==> config.mk <==
export PLATFORM = sky130hd
export DESIGN_NAME = rbs_back_flat
export DESIGN_NICKNAME = d
export VERILOG_FILES = /design/src/rbs_pkg.sv /design/src/rbs_out_if.sv /design/src/rbs_back.sv /design/src/flat_wrapper.sv
export SDC_FILE = /design/constraint.sdc
export NUM_CORES = 1
export LEC_CHECK = 0
export ABC_AREA = 1
export BUFFER_PORTS_ARGS = -buffer_cell sky130_fd_sc_hd__buf_2
export CORE_UTILIZATION = 40
export DETAILED_ROUTE_END_ITERATION = 12
export GPL_TIMING_DRIVEN = 0
export PLACE_DENSITY_LB_ADDON = 0.2
export SLEW_MARGIN = 0
export SYNTH_ARGS = -nofsm -noshare
export SYNTH_HDL_FRONTEND = slang
export SYNTH_SLANG_ARGS = --single-unit
==> constraint.sdc <==
create_clock -name clk -period 8.89 [get_ports clk]
set_input_delay 0.889 -clock clk [delete_from_list [all_inputs] [get_ports clk]]
set_output_delay 0.889 -clock clk [all_outputs]
set_load 0.02 [all_outputs]
==> src/rbs_pkg.sv <==
`timescale 1ns / 1ps
`default_nettype none

package rbs_pkg;

  // Coordinate format: signed COORD_WIDTH-bit, FRAC_BITS fraction bits
  localparam int COORD_WIDTH = 32;
  localparam int FRAC_BITS   = 16;

  // Derived widths for the slab difference, the scaled numerator, the divider remainder and step counter
  localparam int DIFF_W = COORD_WIDTH + 1;
  localparam int NUM_W  = COORD_WIDTH + FRAC_BITS + 1;
  localparam int REM_W  = COORD_WIDTH + 1;
  localparam int STEP_W = $clog2(NUM_W);

  // Command queue between front and back
  localparam int QUEUE_DEPTH = 2;
  localparam int QPTR_W      = (QUEUE_DEPTH > 1) ? $clog2(QUEUE_DEPTH) : 1;
  localparam int QCNT_W      = $clog2(QUEUE_DEPTH + 1);

  // Axis codes
  localparam logic [1:0] AXIS_X       = 2'd0;
  localparam logic [1:0] AXIS_Z       = 2'd2;
  localparam logic [1:0] AXIS_IGNORED = 2'd3;

  typedef logic signed [COORD_WIDTH-1:0] coord_t;
  typedef logic signed [DIFF_W-1:0]      diff_t;
  typedef logic signed [NUM_W-1:0]       num_t;

  // Saturation limits
  localparam coord_t COORD_MAX = {1'b0, {(COORD_WIDTH-1){1'b1}}};
  localparam coord_t COORD_MIN = {1'b1, {(COORD_WIDTH-1){1'b0}}};
  localparam logic [NUM_W-1:0] SAT_POS = NUM_W'(unsigned'(COORD_MAX));

  // Classified item handed from front to back
  typedef struct packed {
    logic   load;
    logic   last;
    logic   dir_zero;
    logic   in_slab;
    coord_t dir;
    diff_t  lo_diff;
    diff_t  hi_diff;
    coord_t t_begin;
    coord_t t_end;
  } rbs_cmd_t;

  // Divider request and response
  typedef struct packed {
    logic   start;
    num_t   num;
    coord_t den;
  } rbs_div_req_t;

  typedef struct packed {
    logic   done;
    coord_t quot;
  } rbs_div_rsp_t;

endpackage

`default_nettype wire

==> src/rbs_out_if.sv <==
`timescale 1ns / 1ps
`default_nettype none

interface rbs_out_if;

  logic valid;
  logic ready;
  logic hit;

  modport source (
    output valid, hit,
    input  ready
  );

  modport sink (
    input  valid, hit,
    output ready
  );

endinterface

`default_nettype wire

==> src/rbs_back.sv <==
`timescale 1ns / 1ps
`default_nettype none

module rbs_back (
  input  logic                  clk,
  input  logic                  rst,
  input  logic                  pop_valid,
  output logic                  pop_ready,
  input  rbs_pkg::rbs_cmd_t     pop_data,
  output rbs_pkg::rbs_div_req_t lo_req,
  output rbs_pkg::rbs_div_req_t hi_req,
  input  rbs_pkg::rbs_div_rsp_t lo_rsp,
  input  rbs_pkg::rbs_div_rsp_t hi_rsp,
  rbs_out_if.source             result_out
);
  import rbs_pkg::*;

  typedef enum logic [1:0] {BK_IDLE, BK_WAIT, BK_APPLY} back_state_t;

  back_state_t state;
  rbs_cmd_t    cmd;
  coord_t      running_begin;
  coord_t      running_end;
  logic        out_valid;
  logic        out_hit;

  coord_t base_begin;
  coord_t base_end;
  coord_t t0;
  coord_t t1;
  coord_t begin_next;
  coord_t end_next;
  logic   hit_next;
  logic   can_apply;
  logic   issue;

  assign pop_ready = (state == BK_IDLE);
  assign issue     = pop_ready && pop_valid && !pop_data.dir_zero;

  // Start both slab divisions as an item with nonzero direction leaves the queue
  always_comb begin
    lo_req.start = issue;
    lo_req.num   = num_t'(pop_data.lo_diff) <<< FRAC_BITS;
    lo_req.den   = pop_data.dir;
    hi_req.start = issue;
    hi_req.num   = num_t'(pop_data.hi_diff) <<< FRAC_BITS;
    hi_req.den   = pop_data.dir;
  end

  // Narrow the interval; axis x starts from the given interval
  always_comb begin
    base_begin = cmd.load ? cmd.t_begin : running_begin;
    base_end   = cmd.load ? cmd.t_end   : running_end;
    t0 = cmd.dir[COORD_WIDTH-1] ? hi_rsp.quot : lo_rsp.quot;
    t1 = cmd.dir[COORD_WIDTH-1] ? lo_rsp.quot : hi_rsp.quot;
    if (cmd.dir_zero) begin
      begin_next = base_begin;
      end_next   = cmd.in_slab ? base_end : base_begin;
    end else begin
      begin_next = (t0 > base_begin) ? t0 : base_begin;
      end_next   = (t1 < base_end)   ? t1 : base_end;
    end
    hit_next  = (end_next > begin_next);
    can_apply = !cmd.last || !out_valid || result_out.ready;
  end

  // Sequencer with the interval and the output register
  always_ff @(posedge clk) begin
    if (rst) begin
      state         <= BK_IDLE;
      out_valid     <= 1'b0;
      running_begin <= '0;
      running_end   <= '0;
    end else begin
      if (result_out.ready) out_valid <= 1'b0;
      unique case (state)
        BK_IDLE: begin
          if (pop_valid) begin
            cmd   <= pop_data;
            state <= pop_data.dir_zero ? BK_APPLY : BK_WAIT;
          end
        end
        BK_WAIT: begin
          if (lo_rsp.done) state <= BK_APPLY;
        end
        BK_APPLY: begin
          if (can_apply) begin
            running_begin <= begin_next;
            running_end   <= end_next;
            if (cmd.last) begin
              out_valid <= 1'b1;
              out_hit   <= hit_next;
            end
            state <= BK_IDLE;
          end
        end
        default: state <= BK_IDLE;
      endcase
    end
  end

  assign result_out.valid = out_valid;
  assign result_out.hit   = out_hit;

  a_div_lockstep: assert property (@(posedge clk) disable iff (rst)
    lo_rsp.done |-> hi_rsp.done)
    else $error("slab dividers out of step");

  a_done_in_wait: assert property (@(posedge clk) disable iff (rst)
    (state != BK_WAIT) |-> !lo_rsp.done)
    else $error("quotient arrived while not waiting");

  a_no_overwrite: assert property (@(posedge clk) disable iff (rst)
    ((state == BK_APPLY) && cmd.last && out_valid && !result_out.ready)
      |=> (state == BK_APPLY))
    else $error("pending result overwritten");

endmodule

`default_nettype wire

==> src/flat_wrapper.sv <==
// flat-port wrapper written by rule: the top's interface ports become plain ports
module rbs_back_flat import rbs_pkg::*;
  (clk, rst, pop_valid, pop_ready, pop_data, lo_req, hi_req, lo_rsp, hi_rsp, result_out_valid, result_out_hit, result_out_ready);
  rbs_out_if result_out_i ();
  input  logic clk;
  input  logic rst;
  input  logic pop_valid;
  output logic pop_ready;
  input  rbs_pkg::rbs_cmd_t pop_data;
  output rbs_pkg::rbs_div_req_t lo_req;
  output rbs_pkg::rbs_div_req_t hi_req;
  input  rbs_pkg::rbs_div_rsp_t lo_rsp;
  input  rbs_pkg::rbs_div_rsp_t hi_rsp;
  output wire logic [$bits(result_out_i.valid)-1:0] result_out_valid;
  output wire logic [$bits(result_out_i.hit)-1:0] result_out_hit;
  input wire logic [$bits(result_out_i.ready)-1:0] result_out_ready;
  assign result_out_valid = result_out_i.valid;
  assign result_out_hit = result_out_i.hit;
  assign result_out_i.ready = result_out_ready;
  rbs_back u_core (.clk(clk), .rst(rst), .pop_valid(pop_valid), .pop_ready(pop_ready), .pop_data(pop_data), .lo_req(lo_req), .hi_req(hi_req), .lo_rsp(lo_rsp), .hi_rsp(hi_rsp), .result_out(result_out_i));
endmodule
# == After elaboration in Yosys (flattened, before gate mapping) ==
# Cells that the tools add are included.
# totals
regBits,168
in_bits,236
out_inout_bits,167
word_cells,51
# op_classes
magnitude_cmp,3
n_eq_ne,5
muxes,18
bitwise,1
reduce_logical,12
# op_table
operator,count
2-to-1 mux 32 bit,9
> comparator 32 bit,2
less-than comparator 32 bit,1
2-to-1 mux 2 bit,4
one-hot mux 2 bit (3 select lines),1
AND reduction 3 bit,2
2-to-1 mux 1 bit,4
"inequality test 2 bit, second input constant",2
AND reduction 4 bit,1
logical NOT 1 bit,3
"== test 2 x 1 -> 1 bit, second input constant",1
"== test 2 bit, second input constant",1
logical AND 1 bit,2
logical NOT 2 bit,1
logical OR 1 bit,2
"inequality test 2 x 1 -> 1 bit, second input constant",1
AND reduction 2 bit,1
NOT 1 bit,1

# == Logic depth before layout (Yosys ltp) ==
# Gate-level depths: netlist of the first run.
# depth
depth_word,5
mapped_depth,36
ltp_nobuf,31

# == Least setup slack after synthesis of the first run ==
# Ideal clock, no wire load.
# synth_path
path_type,input to register
startpoint,input port rst
endpoint,"register u_core.cmd[0] (netlist name), enable pin"
setup_time_ns,0.581
t_arrival_ns,5.967
required_ns,8.309
path_slack_ns,2.342
path_stages,3
path_buffers,2
cell_sequence,clkbuf_1 clkbuf_1 nor3_1
# synth_between
elab_chain_cells,2
# synth_lines
element,line,rtl
from (decl),flat_wrapper.sv:6,input logic rst;
NOT 1 bit (no source line),-,
AND reduction 3 bit (no source line),-,
to (signal assigned),rbs_back.sv:79,cmd <= pop_data;
to (decl),rbs_back.sv:21,rbs_cmd_t cmd;
# Every way passes these cells.
# A chain may end at the register's enable or synchronous reset.

# == Worst setup path after layout of the first run ==
# layout_path
startpoint,register u_core.cmd[165] (netlist name)
endpoint,register u_core.out_hit (netlist: u_core.result_out.hit) (data pin)
# layout_between
elab_chain_cells,5
elab_cells_between_ends,10
cone_classes,3 x order compare; 7 x mux
# layout_lines
element,line,rtl
"2-to-1 mux 32 bit, on equally long branches","rbs_back.sv:53, rbs_back.sv:52",
less-than comparator 32 bit or > comparator 32 bit (tied branches),"rbs_back.sv:61, rbs_back.sv:60",
"2-to-1 mux 32 bit, on equally long branches","rbs_back.sv:61, rbs_back.sv:60",
2-to-1 mux 32 bit,rbs_back.sv:56,if (cmd.dir_zero) begin
> comparator 32 bit *,rbs_back.sv:63,hit_next = (end_next > begin_next);
named net u_core.hit_next,rbs_back.sv:33,logic hit_next;
to (signal assigned),rbs_back.sv:92,out_hit <= hit_next;
to (decl),rbs_back.sv:25,logic out_hit;
# Mark *: on every way through the listed nets, which the timed path passes. The rest lies on a longest branch.

==> results of run 1 <==
[path summary, 6_finish.rpt]
check	end	slack [ns]	cells after the start
max	u_core.result_out.hit	2.03	24
min	u_core.running_begin[4]	0.53	4
max reg2reg	u_core.result_out.hit	2.03	24
min reg2reg	u_core.running_begin[4]	0.53	4
[cells by family (layout without fill, tap and decap cells)]
logic type	count (synthesis)	count (layout)
AO/OA/AOI/OAI	315	315
adder cells (fa/ha/maj)	95	95
buffers and inverters	460	769
flip-flops	137	137
multiplexers	4	4
other	1	32
AND/OR/NAND/NOR	615	615
[routing by layer]
layer / GRT usage, % / part of all wire [%]
met1: 37.64 / 43
met2: 47.49 / 46
met4: 13.97 / 4.2
met3: 3.777 / 6.4
met5: 0 / 0
[cell usage in the layout (no fill, tap or decap), types with 67 or more instances in the layout]
cell type	synthesis	final
nand2_1	313	313
buf_2	10	281
inv_1	210	210
o21ai_0	173	173
buf_4	169	171
nand3_1	126	126
a21oi_1	112	112
ha_1	95	95
edfxtp_1	70	70
dfxtp_1	67	67
[synthesized netlist by cell type (all sizes together), types with 4 or more instances]
| master | number |
|---|---|
| nand2 | 320 |
| inv | 213 |
| buf | 184 |
| o21ai | 174 |
| nand3 | 138 |
| a21oi | 122 |
| ha | 95 |
| edfxtp | 70 |
| dfxtp | 67 |
| clkbuf | 62 |
| nor2 | 50 |
| nand4 | 43 |
| and2 | 31 |
| or2 | 20 |
| nor3 | 7 |
| o211ai | 6 |
| a211oi | 4 |
| mux2i | 4 |
[state kept, by name, indices dropped and copies added (netlist names)]
| register | cells |
|---|---|
| u_core.running_end | 32 |
| u_core.running_begin | 32 |
| u_core.state | 2 |
| u_core.result_out.valid | 1 |
| u_core.result_out.hit | 1 |
| u_core.cmd | 69 |
[worst max-delay path, stage by stage, from the launching register on]
cell      delay (ns)
edfxtp_1        0.49
inv_2           0.09
clkbuf_1        0.73
clkbuf_1        0.86
or2_2           0.24
o21ai_0         0.21
ha_1            0.39
nand2_1         0.08
nor3_2          0.31
nand2_1         0.09
o211ai_1        0.23
nand2_1         0.10
nand3_1         0.19
buf_1           0.48
nand4_1         0.20
and2_1          0.21
ha_1            0.36
nand4_1         0.14
nor3_1          0.24
inv_1           0.12
nor4_1          0.43
nand2_1         0.14
nand2_1         0.09
nand2_1         0.05
a32oi_1         0.20
[power breakdown]
group          switching, mW  leakage (nW)  internal, mW
clock network          0.357         0.321         0.461
registers             0.0141          1.20         0.705
logic                  0.490          5.73         0.282
[area by class of cell]
cell class	count	area share, %
multi-input combinational	1061	41.14
inverter	214	5.634
timing repair buffer	277	9.933
tap	378	3.317
clock inverter	15	1.615
clock buffer	17	2.983
sequential	137	24.15
buffer	246	11.23
==> flow_summary.ini, run 1 <==
[yosys]
synthMuxAreaShare_pct = 0.3455
yosys.area_share.xor_xnor_pct = 0
synthesis.area_um2 = 11590
ys_seq_elements = 137
synthArstFlopShare_pct = 0
synth_edf_count = 70
netlist_instances = 1627
synth_cell_type_count = 43
synth_top_area_share_pct = 18.14
synth_top_family_by_area = simple AND/OR/NAND/NOR gates
synth_ff_type = edfxtp_1
yosysWarnings = 0
yosys-top-cells-area = edfxtp_1 (18%), dfxtp_1 (12%), buf_4 (11%)
syn_avg_cell_area_um2 = 7.122
synth_adder_area_share_pct = 10.26
synthSimpleGateAreaFrac_pct = 24.51
ys_seq_area_share_pct = 29.72
synth-compound-area-share_pct = 14.38
synth_top_cell_by_area = edfxtp_1

[clocking]
cts_hold_buf = 0
cts.sinks = 137
clockBufferDepth = 2
cts_tree = built
path_clk_slew_ns = 0.08
cts_root_buffer = clkbuf_16
clk_latency_ns = 0.45
cts_setup_buffers = 0
h-tree-depth = 4
ctsResizeCount = 0
numCtsBuffers = 17

[floorplan]
dieArea_um2 = 29650
core_um2 = 28160
fp.dieH_um = 172.2
rows = 61
ios = 403
die_w_um = 172.2
initial_utilization_pct = 41.14

[place]
portBuffers = 271
dp_hpwl_um = 34930
gp_congestion = 1.037
pre_cts_ws_ns = 2.287
place_inst = 2313
place_area_um2 = 13600

[global_routing]
grt_usage_pct = 29.01
grt_pass1_wl_um = 62730
antenna_found_initial = 1
overflow = 0
grt_pass1_vias = 11090
grt_max_degree = 17

[worst_setup_path]
crit_arrival_ns = 7.14
startpoint = u_core.cmd[165]
start_kind = flop
critPathKind = flop to flop
worstReg2RegStart = u_core.cmd[165]
endpoint_kind = flop
cp_max_fo = 10
required_ns = 9.17

[layout]
final_nets = 2285
multi_input_area_um2 = 5866
area_growth_pct = 23.05
diodes = 0
postLayoutCoreUtil_pct = 50.63
fill_cells = 2835
design_area_um2 = 14260
final_cell_count_no_fill = 2345
drive_gt1_share_pct = 27.86
regArea_um2 = 3443

[drt]
postRouteAntennaNets = 0
num_vias = 12060
firstDrtPassIters = 5
drc = 0
wl_per_cell_um = 18.50
vias_per_cell = 5.144
wl_um = 43380
first_iter_violations = 1142

[power]
total_leakage_power_nw = 7.252
finalPower_mw = 2.309
peakVddDrop_v = 0.0001219
power_density_nw_per_um2 = 162.0

[flow_run]
cap_viol_max_count = 0

[sta]
fin_setup_tns_ns = 0
slew_headroom_pct = 28.60
final.min_clock_period_ns = 6.862
drv_slew = 0
finalHoldViolCount = 0
worstMarginPinSlew_ns = 1.071
fin_ws_ns = 2.028
fmax_mhz = 145.7
rsz0062_at_grt = no
whs_ns = 0.5327
fin_crit_sh_pct = 77.19
final-setup-viol-count = 0
skew_ns = 0.01716

[min_path]
hp-start = u_core.running_begin[4]
hp-class = flop to flop

[run_status]
outcome = finished clean
Note: power is estimated with default switching activity, not from simulation.
==> run 2: changes to the inputs <==
==> constraint.sdc (replaced) <==
create_clock -name clk -period 7 [get_ports clk]
set_input_delay 0.7 -clock clk [delete_from_list [all_inputs] [get_ports clk]]
set_output_delay 0.7 -clock clk [all_outputs]
set_load 0.02 [all_outputs]
==> flow_summary.ini, run 2 (same netlist as run 1, synthesis figures left out) <==
[power]
peakVddDrop_v = 0.0001522
pwr-share-comb_pct = 33.5
clkPwrFrac_pct = 35.4
seq_power_share_pct = 31.2
switchingPower_mw = 1.090
finalPower_mw = 2.930
switching_share_pct = 37.21
p_int_mw = 1.840
power_density_nw_per_um2 = 205.5
total_leakage_power_nw = 7.258

[layout]
multi_input_area_um2 = 5866
layout_common_cells = nand2_1 (313), buf_2 (281), inv_1 (210), o21ai_0 (173), buf_4 (171)
largest_reg_flops = 69
reg_top3 = u_core.cmd (69), u_core.running_begin (32), u_core.running_end (32)
drive_gt1_share_pct = 27.96
fill_cells = 2835
final_nets = 2285
top_register = u_core.cmd
final_common_cell = nand2_1
diodes = 0
regArea_um2 = 3443
area_growth_pct = 23.08

[floorplan]
core_um2 = 28160
ios = 403
die_w_um = 172.2
dieArea_um2 = 29650
rows = 61
initial_utilization_pct = 41.14
fp.dieH_um = 172.2

[drt]
drc = 0
num_vias = 12140
wl_per_cell_um = 18.50
postRouteAntennaNets = 0
vias_per_cell = 5.177
first_iter_violations = 1160
wl_um = 43390
firstDrtPassIters = 6

[global_routing]
grt_pass1_wl_um = 62730
busiest_layer = met2
grt_pass1_vias = 11090
grt_use_met2_pct = 47.49
antenna_found_initial = 1
grt_max_degree = 17
overflow = 0
grt_usage_pct = 29.01
grt_util_met1_pct = 37.64
met3_usage_pct = 3.777

[sta]
slew_headroom_pct = 35.63
worstMarginPinSlew_ns = 0.9656
finalHoldViolCount = 0
final.min_clock_period_ns = 6.503
rsz0062_at_grt = no
fin_crit_sh_pct = 92.90
final-setup-viol-count = 0
drv_slew = 0
fmax_mhz = 153.8
whs_ns = 0.4197
skew_ns = 0.01764

[clocking]
cts_tree = built
path_clk_slew_ns = 0.08
cts.sinks = 137
cts_hold_buf = 0
numCtsBuffers = 17
clockBufferDepth = 2
clk_latency_ns = 0.45
cts_setup_buffers = 0
ctsResizeCount = 0
h-tree-depth = 4
cts_root_buffer = clkbuf_16

[run_status]
outcome = finished clean

[flow_run]
cap_viol_max_count = 0

[worst_setup_path]
critPathKind = flop to flop
start_kind = flop
reg2reg_to = u_core.result_out.hit
crit_arrival_ns = 6.78
cp_max_fo = 10
startpoint = u_core.cmd[165]
endpoint_kind = flop
reg2reg_slack_ns = 0.50
r2r_cells = 24
worstReg2RegStart = u_core.cmd[165]
required_ns = 7.27

[place]
portBuffers = 271
gp_congestion = 1.037
dp_hpwl_um = 34930

[min_path]
worstHoldEndpoint = u_core.cmd[34]
min_path_cells = 1
hp-start = pop_data[34]
hp-class = input port to flop
run 2: worst max path at each step:
| stage | to | slack [ns] | cells past startpoint |
|---|---|---|---|
| floorplan | u_core.cmd[0] | 0.64 | 3 |
| global placement | u_core.cmd[6] | -2.13 | 3 |
| detailed placement | u_core.result_out.hit | 0.40 | 24 |
| CTS | u_core.result_out.hit | 0.35 | 24 |
| global route | u_core.result_out.hit | 0.08 | 24 |
| finish | u_core.result_out.hit | 0.50 | 24 |
run 2: power by group through the flow:
stage	Clock, mW	Combinational (mW)	Sequential (mW)
finish	1.04	0.981	0.913
global route	1.08	1.08	0.917
CTS	1.05	0.967	0.913
detailed placement	0	0.961	0.931
global placement	0	0.946	0.936
floorplan	0	0.661	0.929
run 2: metal layers:
layer,wire (um),vias to the layer above
met5,0,-
met4,1900,0
met3,3261,100
met2,20000,613
met1,18230,5588
li1,-,5839
run 2: worst max-delay path, stage by stage (launching register included):
cell and delay (ns):
edfxtp_1 0.49, inv_2 0.09, clkbuf_1 0.71, clkbuf_2 0.55, or2_2 0.19, o21ai_0 0.18
ha_1 0.38, nand2_1 0.08, nor3_2 0.31, nand2_1 0.09, o211ai_1 0.23, nand2_1 0.10
nand3_1 0.19, buf_1 0.49, nand4_1 0.20, and2_1 0.21, ha_1 0.36, nand4_1 0.15
nor3_1 0.28, inv_1 0.13, nor4_1 0.42, nand2_1 0.14, nand2_1 0.08, nand2_1 0.05
a32oi_1 0.21
run 2: area by class of cell:
| cell class | count | area share, % |
|---|---|---|
| multi-input combinational | 1061 | 41.13 |
| sequential | 137 | 24.14 |
| buffer | 246 | 11.25 |
| timing repair buffer | 277 | 9.932 |
| inverter | 214 | 5.633 |
| tap | 378 | 3.316 |
| clock buffer | 17 | 2.983 |
| clock inverter | 15 | 1.614 |
run 2: through the flow:
stage | setup slack, ns | std cells | area [um^2] | util, % | TNS (ns)
finish | 0.4968 | 2345 | 14260 | 50.64 | 0
global route | 0.07988 | 2345 | 14260 | 50.64 | 0
CTS | 0.3510 | 2345 | 14260 | 50.63 | 0
detailed placement | 0.3967 | 2313 | 13600 | 48.30 | 0
global placement | -2.128 | 2307 | 13530 | 48.05 | -146.10
floorplan | 0.6411 | 1658 | 11700 | - | 0
